--- config.mk ---
export PLATFORM = sky130hd
export DESIGN_NAME = mux_scan_median_sampler_top
export DESIGN_NICKNAME = d
export VERILOG_FILES = /design/src/msms_pkg.sv /design/src/msms_ram.sv /design/src/msms_median.sv /design/src/mux_scan_median_sampler_top.sv
export VERILOG_INCLUDE_DIRS = /design/src /design/src/src
export SDC_FILE = /design/constraint.sdc
export NUM_CORES = 1
export LEC_CHECK = 0
export BUFFER_PORTS_ARGS = -buffer_cell sky130_fd_sc_hd__buf_4
export CAP_MARGIN = 25
export CELL_PAD_IN_SITES_DETAIL_PLACEMENT = 1
export CELL_PAD_IN_SITES_GLOBAL_PLACEMENT = 1
export CORE_MARGIN = 4
export CORE_UTILIZATION = 48
export DETAILED_ROUTE_END_ITERATION = 10
export PLACE_DENSITY = 0.76
export SYNTH_ARGS = -nofsm -noshare
export SYNTH_HDL_FRONTEND = slang
export SYNTH_SLANG_ARGS = --single-unit
--- constraint.sdc ---
create_clock -name clk -period 4.8 [get_ports clk]
set_clock_uncertainty 0.2 [all_clocks]
set_input_delay 0.96 -clock clk [delete_from_list [all_inputs] [get_ports clk]]
set_output_delay 0.96 -clock clk [all_outputs]
set_load 0.03 [all_outputs]
--- src/mux_scan_median_sampler_top_macros.svh ---
// mux_scan_median_sampler_top_macros.svh: assertion macros for the sampler RTL.
// Depends on clk and rst_n being in scope where a macro is used.
`ifndef MUX_SCAN_MEDIAN_SAMPLER_TOP_MACROS_SVH
`define MUX_SCAN_MEDIAN_SAMPLER_TOP_MACROS_SVH
`ifndef SYNTHESIS
`define MSMS_ASSERT_IMP(lbl, ante, cons) \
  lbl: assert property (@(posedge clk) disable iff (!rst_n) (ante) |-> (cons)) \
    else $error("msms: assertion failed");
`define MSMS_ASSERT_NXT(lbl, ante, cons) \
  lbl: assert property (@(posedge clk) disable iff (!rst_n) (ante) |=> (cons)) \
    else $error("msms: assertion failed");
`else
`define MSMS_ASSERT_IMP(lbl, ante, cons)
`define MSMS_ASSERT_NXT(lbl, ante, cons)
`endif
`endif

--- src/msms_pkg.sv ---
// msms_pkg: constants, codes and interface structs of the mux scan median sampler.
// No dependencies; used by msms_median, mux_scan_median_sampler_top and the bench.
`timescale 1ns / 1ps

package msms_pkg;

  localparam int SAMPLES_PER_READ = 7;
  localparam int ADC_CHANNELS     = 4;
  localparam int MUX_POSITIONS    = 8;

  localparam int SAMPLE_W    = 16;
  localparam int POS_W       = 3;
  localparam int CH_W        = 2;
  localparam int IDX_W       = 5;
  localparam int STORE_DEPTH = 32;
  localparam int MASK_W      = 32;
  localparam int IN_TDATA_W  = 24;
  localparam int OUT_TDATA_W = 24;

  localparam int MED_IDX = (SAMPLES_PER_READ - 1) / 2;
  localparam int CNT_W   = $clog2(SAMPLES_PER_READ);
  localparam int RANK_W  = $clog2(SAMPLES_PER_READ + 1);

  typedef enum logic [1:0] {
    OP_TICK   = 2'd0,
    OP_SAMPLE = 2'd1,
    OP_READ   = 2'd2
  } opcode_t;

  typedef enum logic [1:0] {
    STS_OK          = 2'd0,
    STS_TICK_BUSY   = 2'd1,
    STS_SAMPLE_IDLE = 2'd2
  } status_t;

  typedef enum logic [1:0] {
    ST_IDLE,
    ST_READ,
    ST_MEDIAN
  } top_state_t;

  typedef enum logic {
    MS_IDLE,
    MS_COUNT
  } med_state_t;

  typedef struct packed {
    logic                shift;
    logic                start;
    logic [SAMPLE_W-1:0] sample;
  } med_ctl_t;

  typedef struct packed {
    logic                done;
    logic [SAMPLE_W-1:0] median;
  } med_sts_t;

endpackage

--- src/msms_ram.sv ---
// msms_ram: generic single-write, single-read RAM with registered read data.
// No dependencies.
`timescale 1ns / 1ps

module msms_ram #(
  parameter int WIDTH = 16,
  parameter int DEPTH = 32
) (
  input  logic                     clk,
  input  logic                     we,
  input  logic [$clog2(DEPTH)-1:0] waddr,
  input  logic [WIDTH-1:0]         wdata,
  input  logic [$clog2(DEPTH)-1:0] raddr,
  output logic [WIDTH-1:0]         rdata
);

  logic [WIDTH-1:0] mem_r [DEPTH];

  always_ff @(posedge clk) begin
    if (we) begin
      mem_r[waddr] <= wdata;
    end
    rdata <= mem_r[raddr];
  end

endmodule

--- src/msms_median.sv ---
// msms_median: sample ring and median search with one shared signed comparator.
// Depends on msms_pkg and mux_scan_median_sampler_top_macros.svh.
`timescale 1ns / 1ps
`include "mux_scan_median_sampler_top_macros.svh"

module msms_median (
  input  logic               clk,
  input  logic               rst_n,
  input  msms_pkg::med_ctl_t ctl,
  output msms_pkg::med_sts_t sts
);

  localparam int S      = msms_pkg::SAMPLES_PER_READ;
  localparam int DW     = msms_pkg::SAMPLE_W;
  localparam int RANK_W = msms_pkg::RANK_W;
  localparam int STEP_W = msms_pkg::CNT_W;

  msms_pkg::med_state_t ms_r, ms_nxt;

  logic [DW-1:0]     ring_r [S];
  logic [DW-1:0]     ring_nxt [S];
  logic [DW-1:0]     cand_r, cand_nxt;
  logic [RANK_W-1:0] less_r, less_nxt;
  logic [RANK_W-1:0] leq_r, leq_nxt;
  logic [STEP_W-1:0] step_r, step_nxt;

  logic              is_first, is_last, lt, eq, hit_lt, hit_le, found;
  logic [RANK_W-1:0] less_sum, leq_sum;

  // Shared compare: ring head against the held candidate; step 0 is the candidate itself.
  always_comb begin
    is_first = (step_r == '0);
    is_last  = (step_r == STEP_W'(S - 1));
    lt       = $signed(ring_r[0]) < $signed(cand_r);
    eq       = (ring_r[0] == cand_r);
    hit_lt   = is_first ? 1'b0 : lt;
    hit_le   = is_first ? 1'b1 : (lt | eq);
    less_sum = (is_first ? '0 : less_r) + RANK_W'(hit_lt);
    leq_sum  = (is_first ? '0 : leq_r) + RANK_W'(hit_le);
    found    = is_last && (less_sum <= RANK_W'(msms_pkg::MED_IDX)) &&
               (leq_sum > RANK_W'(msms_pkg::MED_IDX));
  end

  // Next state
  always_comb begin
    ms_nxt = ms_r;
    case (ms_r)
      msms_pkg::MS_IDLE: begin
        if (ctl.start) begin
          ms_nxt = msms_pkg::MS_COUNT;
        end
      end
      msms_pkg::MS_COUNT: begin
        if (found) begin
          ms_nxt = msms_pkg::MS_IDLE;
        end
      end
      default: ms_nxt = msms_pkg::MS_IDLE;
    endcase
  end

  // Outputs
  always_comb begin
    sts.done   = (ms_r == msms_pkg::MS_COUNT) && found;
    sts.median = cand_r;
  end

  // Datapath: shift in samples, rotate the ring while ranking a candidate
  always_comb begin
    ring_nxt = ring_r;
    cand_nxt = cand_r;
    less_nxt = less_r;
    leq_nxt  = leq_r;
    step_nxt = step_r;
    if (ctl.shift) begin
      for (int i = 0; i < S - 1; i++) begin
        ring_nxt[i] = ring_r[i + 1];
      end
      ring_nxt[S - 1] = ctl.sample;
    end
    if (ctl.start) begin
      step_nxt = '0;
    end
    if (ms_r == msms_pkg::MS_COUNT) begin
      less_nxt = less_sum;
      leq_nxt  = leq_sum;
      if (is_first) begin
        cand_nxt = ring_r[0];
      end
      if (is_last) begin
        // advance two places so the next pass starts one entry further on
        step_nxt = '0;
        for (int i = 0; i < S; i++) begin
          ring_nxt[i] = ring_r[(i + 2) % S];
        end
      end else begin
        step_nxt = step_r + STEP_W'(1);
        for (int i = 0; i < S; i++) begin
          ring_nxt[i] = ring_r[(i + 1) % S];
        end
      end
    end
  end

  always_ff @(posedge clk) begin
    if (!rst_n) begin
      ms_r   <= msms_pkg::MS_IDLE;
      step_r <= '0;
    end else begin
      ms_r   <= ms_nxt;
      step_r <= step_nxt;
    end
  end

  always_ff @(posedge clk) begin
    ring_r <= ring_nxt;
    cand_r <= cand_nxt;
    less_r <= less_nxt;
    leq_r  <= leq_nxt;
  end

  `MSMS_ASSERT_IMP(a_start_when_idle, ctl.start, ms_r == msms_pkg::MS_IDLE)
  `MSMS_ASSERT_NXT(a_done_single, sts.done, !sts.done)
  `MSMS_ASSERT_IMP(a_rank_order, (ms_r == msms_pkg::MS_COUNT) && (step_r != '0), leq_r > less_r)

endmodule

--- src/mux_scan_median_sampler_top.sv ---
// mux_scan_median_sampler_top: scan sequencer for an 8-way mux and 4-channel converter.
// Tick/sample results go straight into the result register; reads load it in ST_READ, with
// in_tready low. Ticks and samples 1 per cycle while the result slot is free or draining; the
// final sample of a channel holds in_tready low while the shared comparator ranks candidates.
// Reset (sync, rst_n low): clear scan state, mask and store valid bits; no clearing pass.
// Depends on msms_pkg, msms_median, msms_ram and mux_scan_median_sampler_top_macros.svh.
`timescale 1ns / 1ps
`include "mux_scan_median_sampler_top_macros.svh"

module mux_scan_median_sampler_top (
  input  logic                                clk,
  input  logic                                rst_n,
  // configuration: enable_mask
  input  logic                                cfg_wen,
  input  logic [msms_pkg::MASK_W-1:0]         cfg_wdata,
  // input stream
  input  logic                                in_tvalid,
  output logic                                in_tready,
  input  logic [msms_pkg::IN_TDATA_W-1:0]     in_tdata,   // [15:0] sample_value, [20:16] read_index
  input  logic [1:0]                          in_tuser,   // [1:0] opcode
  // result stream
  output logic                                out_tvalid,
  input  logic                                out_tready,
  output logic [msms_pkg::OUT_TDATA_W-1:0]    out_tdata,  // [2:0] mux_address, [3] request_valid,
                                                          // [5:4] request_channel, [6] scan_done,
                                                          // [22:7] read_value
  output logic [1:0]                          out_tuser   // [1:0] status
);

  localparam int DW    = msms_pkg::SAMPLE_W;
  localparam int POS_W = msms_pkg::POS_W;
  localparam int CH_W  = msms_pkg::CH_W;
  localparam int IDX_W = msms_pkg::IDX_W;
  localparam int CNT_W = msms_pkg::CNT_W;

  // ---------------------------------------------------------------------------
  // Channel search: first enabled channel at or above 'from' for position 'pos'.
  // Result bit 2 flags a hit, bits 1:0 carry the channel.
  // ---------------------------------------------------------------------------
  function automatic logic [CH_W:0] find_chan(logic [msms_pkg::MASK_W-1:0] mask,
                                              logic [POS_W-1:0] pos,
                                              logic [CH_W:0] from);
    logic [CH_W:0] r;
    r = '0;
    // walk downward so the lowest enabled channel wins
    for (int c = msms_pkg::ADC_CHANNELS - 1; c >= 0; c--) begin
      if ((3'(c) >= from) && mask[{2'(c), pos}]) begin
        r = {1'b1, 2'(c)};
      end
    end
    return r;
  endfunction

  // ---------------------------------------------------------------------------
  // State
  // ---------------------------------------------------------------------------
  msms_pkg::top_state_t state_r, state_nxt;

  logic [msms_pkg::MASK_W-1:0]      mask_r;
  logic [POS_W-1:0]                 pos_r, pos_nxt;
  logic                             gath_r, gath_nxt;
  logic [CH_W-1:0]                  chan_r, chan_nxt;
  logic [CNT_W-1:0]                 count_r, count_nxt;
  logic [IDX_W-1:0]                 slot_r, slot_nxt;       // store slot of the median in flight
  logic [IDX_W-1:0]                 rd_idx_r, rd_idx_nxt;   // slot of the read in flight
  logic [msms_pkg::STORE_DEPTH-1:0] valid_r, valid_nxt;     // store entries written since reset

  // result register
  logic                   out_valid_r, out_valid_nxt;
  msms_pkg::status_t      out_status_r, out_status_nxt;
  logic [POS_W-1:0]       out_addr_r, out_addr_nxt;
  logic                   out_req_r, out_req_nxt;
  logic [CH_W-1:0]        out_ch_r, out_ch_nxt;
  logic                   out_done_r, out_done_nxt;
  logic [DW-1:0]          out_val_r, out_val_nxt;

  // ---------------------------------------------------------------------------
  // Input fields
  // ---------------------------------------------------------------------------
  msms_pkg::opcode_t opcode;
  logic [DW-1:0]     in_sample;
  logic [IDX_W-1:0]  in_ridx;
  logic              in_fire;

  assign opcode    = msms_pkg::opcode_t'(in_tuser[1:0]);
  assign in_sample = in_tdata[DW-1:0];
  assign in_ridx   = in_tdata[DW+IDX_W-1:DW];
  assign in_fire   = in_tvalid && in_tready;

  // median unit and value store
  msms_pkg::med_ctl_t med_ctl;
  msms_pkg::med_sts_t med_sts;
  logic               ram_we;
  logic [DW-1:0]      ram_rdata;

  // sequencer controls
  logic out_load_imm, out_load_rd;

  // per-transaction results
  msms_pkg::status_t res_status;
  logic              res_done;
  logic [CH_W:0]     sel;
  logic [POS_W-1:0]  adv_pos;

  // ---------------------------------------------------------------------------
  // Sequencer: next state
  // ---------------------------------------------------------------------------
  always_comb begin
    state_nxt = state_r;
    case (state_r)
      msms_pkg::ST_IDLE: begin
        if (in_fire && (opcode == msms_pkg::OP_READ)) begin
          state_nxt = msms_pkg::ST_READ;
        end else if (med_ctl.start) begin
          state_nxt = msms_pkg::ST_MEDIAN;
        end
      end
      msms_pkg::ST_READ: begin
        state_nxt = msms_pkg::ST_IDLE;
      end
      msms_pkg::ST_MEDIAN: begin
        if (med_sts.done) begin
          state_nxt = msms_pkg::ST_IDLE;
        end
      end
      default: state_nxt = msms_pkg::ST_IDLE;
    endcase
  end

  // ---------------------------------------------------------------------------
  // Sequencer: outputs
  // ---------------------------------------------------------------------------
  always_comb begin
    // accept while idle and the result slot is free or draining this cycle
    in_tready    = (state_r == msms_pkg::ST_IDLE) && (!out_valid_r || out_tready);
    out_load_imm = in_fire && (opcode != msms_pkg::OP_READ);
    out_load_rd  = (state_r == msms_pkg::ST_READ);
    ram_we       = (state_r == msms_pkg::ST_MEDIAN) && med_sts.done;
  end

  // ---------------------------------------------------------------------------
  // Scan datapath
  // ---------------------------------------------------------------------------
  always_comb begin
    pos_nxt        = pos_r;
    gath_nxt       = gath_r;
    chan_nxt       = chan_r;
    count_nxt      = count_r;
    slot_nxt       = slot_r;
    rd_idx_nxt     = rd_idx_r;
    res_status     = msms_pkg::STS_OK;
    res_done       = 1'b0;
    sel            = '0;
    med_ctl.shift  = 1'b0;
    med_ctl.start  = 1'b0;
    med_ctl.sample = in_sample;
    // wrap the position at the last mux input
    adv_pos = (pos_r == POS_W'(msms_pkg::MUX_POSITIONS - 1)) ? '0 : pos_r + POS_W'(1);

    if (in_fire) begin
      case (opcode)
        msms_pkg::OP_TICK: begin
          if (gath_r) begin
            res_status = msms_pkg::STS_TICK_BUSY;
          end else begin
            sel = find_chan(mask_r, pos_r, '0);
            if (sel[CH_W]) begin
              gath_nxt  = 1'b1;
              chan_nxt  = sel[CH_W-1:0];
              count_nxt = '0;
            end else begin
              // nothing enabled here: advance at once
              pos_nxt  = adv_pos;
              res_done = 1'b1;
            end
          end
        end
        msms_pkg::OP_SAMPLE: begin
          if (!gath_r) begin
            res_status = msms_pkg::STS_SAMPLE_IDLE;
          end else begin
            med_ctl.shift = 1'b1;
            if (count_r == CNT_W'(msms_pkg::SAMPLES_PER_READ - 1)) begin
              // last sample: launch the median, move to the next enabled channel or on to the next position
              med_ctl.start = 1'b1;
              slot_nxt      = {chan_r, pos_r};
              count_nxt     = '0;
              sel           = find_chan(mask_r, pos_r, {1'b0, chan_r} + 3'd1);
              if (sel[CH_W]) begin
                chan_nxt = sel[CH_W-1:0];
              end else begin
                gath_nxt = 1'b0;
                chan_nxt = '0;
                pos_nxt  = adv_pos;
                res_done = 1'b1;
              end
            end else begin
              count_nxt = count_r + CNT_W'(1);
            end
          end
        end
        msms_pkg::OP_READ: begin
          rd_idx_nxt = in_ridx;
        end
        default: ;  // unused opcode: no effect
      endcase
    end
  end

  // store valid bits: an unwritten entry reads as zero
  always_comb begin
    valid_nxt = valid_r;
    if (ram_we) begin
      valid_nxt[slot_r] = 1'b1;
    end
  end

  // ---------------------------------------------------------------------------
  // Result register
  // ---------------------------------------------------------------------------
  always_comb begin
    out_valid_nxt  = out_valid_r;
    out_status_nxt = out_status_r;
    out_addr_nxt   = out_addr_r;
    out_req_nxt    = out_req_r;
    out_ch_nxt     = out_ch_r;
    out_done_nxt   = out_done_r;
    out_val_nxt    = out_val_r;
    if (out_valid_r && out_tready) begin
      out_valid_nxt = 1'b0;
    end
    if (out_load_imm) begin
      // report the request that stands after this transaction
      out_valid_nxt  = 1'b1;
      out_status_nxt = res_status;
      out_addr_nxt   = pos_r;
      out_req_nxt    = gath_nxt;
      out_ch_nxt     = gath_nxt ? chan_nxt : '0;
      out_done_nxt   = res_done;
      out_val_nxt    = '0;
    end else if (out_load_rd) begin
      out_valid_nxt  = 1'b1;
      out_status_nxt = msms_pkg::STS_OK;
      out_addr_nxt   = pos_r;
      out_req_nxt    = gath_r;
      out_ch_nxt     = gath_r ? chan_r : '0;
      out_done_nxt   = 1'b0;
      out_val_nxt    = valid_r[rd_idx_r] ? ram_rdata : '0;
    end
  end

  // ---------------------------------------------------------------------------
  // Registers
  // ---------------------------------------------------------------------------
  always_ff @(posedge clk) begin
    if (!rst_n) begin
      state_r     <= msms_pkg::ST_IDLE;
      mask_r      <= '0;
      pos_r       <= '0;
      gath_r      <= 1'b0;
      chan_r      <= '0;
      count_r     <= '0;
      valid_r     <= '0;
      out_valid_r <= 1'b0;
    end else begin
      state_r     <= state_nxt;
      pos_r       <= pos_nxt;
      gath_r      <= gath_nxt;
      chan_r      <= chan_nxt;
      count_r     <= count_nxt;
      valid_r     <= valid_nxt;
      out_valid_r <= out_valid_nxt;
      if (cfg_wen) begin
        mask_r <= cfg_wdata;
      end
    end
  end

  always_ff @(posedge clk) begin
    slot_r       <= slot_nxt;
    rd_idx_r     <= rd_idx_nxt;
    out_status_r <= out_status_nxt;
    out_addr_r   <= out_addr_nxt;
    out_req_r    <= out_req_nxt;
    out_ch_r     <= out_ch_nxt;
    out_done_r   <= out_done_nxt;
    out_val_r    <= out_val_nxt;
  end

  // ---------------------------------------------------------------------------
  // Median unit and value store
  // ---------------------------------------------------------------------------
  msms_median u_median (
    .clk   (clk),
    .rst_n (rst_n),
    .ctl   (med_ctl),
    .sts   (med_sts)
  );

  msms_ram #(
    .WIDTH (DW),
    .DEPTH (msms_pkg::STORE_DEPTH)
  ) u_store (
    .clk   (clk),
    .we    (ram_we),
    .waddr (slot_r),
    .wdata (med_sts.median),
    .raddr (in_ridx),
    .rdata (ram_rdata)
  );

  // ---------------------------------------------------------------------------
  // Ports
  // ---------------------------------------------------------------------------
  assign out_tvalid = out_valid_r;
  assign out_tdata  = {1'b0, out_val_r, out_done_r, out_ch_r, out_req_r, out_addr_r};
  assign out_tuser  = out_status_r;

  `MSMS_ASSERT_IMP(a_done_in_median, med_sts.done, state_r == msms_pkg::ST_MEDIAN)
  `MSMS_ASSERT_NXT(a_read_result, state_r == msms_pkg::ST_READ, out_tvalid)
  `MSMS_ASSERT_IMP(a_idle_count_zero, !gath_r, count_r == '0)
  `MSMS_ASSERT_IMP(a_done_no_request, out_tvalid && out_done_r, !out_req_r)

endmodule

==> out/results.txt <==
delay of the slowest critical-path stage: 0.44 ns
Placer Congestion: 0.762
P_sw: 2.87 mW
Final Hold Violating Endpoints: 0
register share of total power: 0.517
Detail Placement HPWL: 42300 µm
Pre-Repair DR Iteration Count: 5
layout cells sized above 1: 0.265
critical path endpoint category: register
Rel. slew slack: 0.382
Avg Vias per Cell: 5.71
Period Utilization, post-route: 0.954
Die Y: 260 µm
antenna fix cells: 0
most used cell, CP: a21o_1
Util after Layout: 0.566
count of input and output buffers: 86
Clock Tree Buf Depth: 3
final worst slack: 0.219 ns
Netlist Area Pre-Place: 30500 µm²
Net Count, Synth: 1848
Critical Path RT: 4.91 ns
Synth warnings: 0
CP max FO: 17
Filler Cell Count: 5773
pwr dens: 397 nW/µm²
initial antenna violation count: 2
R2R setup slack: 0.22 ns
placed cells: 2672
delay-heaviest family, CP: compound AO/OA/AOI/OAI gates
post-route setup TNS: 0 ns
gr ovfl total: 0
cell-internal power: 11.3 mW
Commonest cells post-synth: edfxtp_1, nand2_1, mux4_2, dfxtp_1, nor2_1
Initial Utilization: 0.484
Reg-to-Reg Start: u_median.ring_r[105]
CP max stage cell: edfxtp_1
die width: 260 µm
# Post-CTS Setup Buffers: 0
Hold Path End: out_val_r[8]
top_reg_cell synth: edfxtp_1
FFs w/ async S/R, synth: 0
clock-pin slew on the worst setup and hold paths: 0.06 ns
WHS: 0.247 ns
worst hold path type: reg -> reg
total number of vias: 16113
Switching Fraction: 0.203
Clk network pwr share: 0.449
Worst setup SP type: register
H-Tree Depth: 3
leakage: 12.3 nW
Synth top area share: 0.654
minimum clock period: 4.58 ns
Hold Crit Depth: 1
Area contributors post-synth: edfxtp_1, mux4_2, dfxtp_1
TritonCTS Sinks: 777
worst-margin pin slew: 0.927 ns
Routed wire per std cell: 25.2 µm
Max Clk Rate: 218 MHz
worst path bufs/invs: 2
Slew Limit Fails: 0
# rows: 92
Yosys top cell by area: edfxtp_1
global-route wire length before repair: 109000 µm
mean post-synth cell area: 17.3 µm²
Area Overhead vs Synth: 16.8%
drc violations: 0
total of max-cap violations: 0
post-cts sizing count: 0
Synth Instances: 1763
r2r endpoint: u_store.mem_r[30][0]
CTS tree: yes
Hold Startpoint: u_store.rdata[8]
worst slack, placed: 0.148 ns
Layout Nets: 1993
boundary pin count: 91
Post-synth EDFFs: 665
Reg2Reg Depth: 18
total CTS buffers: 80
Tot GR Track Use: 0.215
WP data arrival: 4.69 ns
DRT iter0 DRCs: 1429
routed wire length: 71100 µm
largest net degree at the start of global routing: 64
cts hold-fix bufs: 0
CTS root buf: clkbuf_16
most frequent cell after synthesis: edfxtp_1
Synth cell types: 58
sequential area share after synthesis: 0.727
critical path type: reg -> reg
worst vdd ir: 0.264 mV
status: completed
Worst-Skew Late Latency: 0.63 ns
Comb pwr share: 0.034
flops & latches, synth: 777
die area: 67700 µm²
critical path, cell by cell: ha_1 > a21o_1 > a21o_1 > a21o_1 > a21o_1 > a221oi_1 > o2111ai_1 > nand3_1 > ha_1 > ha_1 > xor2_1 > a31o_2 > o2111ai_1 > nor4_1 > buf_4 > nand3_2 > nor2_2 > buf_12
vias in the first global route: 17463
endpoints failing setup: 0
core box area: 63100 µm²
Post-DRT Antenna Nets: 0
non-filler instance count after layout: 2820
## layer usage
metal  vias to the layer above  global-route usage  share of wire
met2                       457               0.368           0.51
met1                      8470               0.285           0.41
met4                         0              0.0537          0.023
met3                       104              0.0431          0.058
met5                         -                   0              0
li1                       7082                   -              -
## cell usage in the layout (no fill, tap or decap), drive strengths merged, types with 16 or more instances in the layout
cell type,instances
o21a,34
edfxtp,665
clkbuf,98
dfxtp,112
a22o,16
o21ai,22
a22oi,17
buf,158
mux2,17
mux2i,40
nor2,84
mux4,178
nand2,307
clkinv,28
ha,22
inv,44
## worst max path at each step
stage,startpoint,to,slack (ns),cells past startpoint
5_1_grt,u_median.ring_r[105],u_store.mem_r[30][0],-0.005,18
2_1_floorplan,u_median.cand_r[9],u_store.mem_r[27][0],-0.16,17
4_1_cts,u_median.ring_r[105],u_store.mem_r[29][15],0.14,18
3_5_place_dp,u_median.ring_r[105],u_store.mem_r[29][9],0.15,18
3_3_place_gp,u_median.ring_r[105],u_store.mem_r[20][8],0.33,18
6_report,u_median.ring_r[105],u_store.mem_r[30][0],0.22,18
## worst register-to-register path: stages, from the launching register on
cell	delay (ns)
edfxtp_1	0.44
ha_1	0.33
a21o_1	0.16
a21o_1	0.17
a21o_1	0.18
a21o_1	0.18
a221oi_1	0.29
o2111ai_1	0.18
nand3_1	0.14
ha_1	0.16
ha_1	0.25
xor2_1	0.17
a31o_2	0.16
o2111ai_1	0.20
nor4_1	0.25
buf_4	0.20
nand3_2	0.19
nor2_2	0.19
buf_12	0.19
## state kept, by name (all words and copies together) (netlist names), 2 cells and up
name and cells:
rd_idx_r 5, pos_r 3, out_ch_r 2, out_tuser 2, count_r 3, slot_r 5, out_val_r 16, u_median.step_r 3
u_median.less_r 3, out_addr_r 3, u_store.rdata 16, u_store.mem_r 512, chan_r 2, u_median.ring_r 112, valid_r 32, u_median.leq_r 3
mask_r 32, u_median.cand_r 16, state_r 2
## area by class of cell
class,count,area (µm²),area share
clock inverters,51,601,0.0168
flip-flops and latches,777,22200,0.623
well taps,846,1060,0.0297
multi-input cells,848,7880,0.221
clock buffers,97,2120,0.0594
repair buffers,159,1660,0.0464
inverters,42,158,0.00442
## metrics by stage
stage               area [µm²]  power [mW]
finish                   35700        14.1
floorplan                30600        7.77
detailed placement       32900        7.94
CTS                      35600        14.3
global route             35700        14.6
global placement         32900        7.92
## cell families (layout without fill, tap and decap cells)
group / count (synthesis) / after routing / share of synthesized area
other: 1 / 1 / 0.000123
muxes: 235 / 235 / 0.152
DFF: 777 / 777 / 0.727
AOI/OAI and AO/OA: 133 / 133 / 0.0309
and+or+nand+nor: 454 / 454 / 0.0612
adders and majority gates: 22 / 22 / 0.00901
buffers and inverters: 138 / 349 / 0.0186
xor gates and xnor gates: 3 / 3 / 0.000861
## power groups by stage
stage | clock network [mW] | logic [mW] | registers (mW)
finish | 6.36 | 0.484 | 7.31
detailed placement | 0 | 0.491 | 7.45
CTS | 6.50 | 0.495 | 7.31
floorplan | 0 | 0.331 | 7.44
global placement | 0 | 0.475 | 7.45
global route | 6.79 | 0.520 | 7.31
Note: power is estimated with default switching activity, not from simulation.
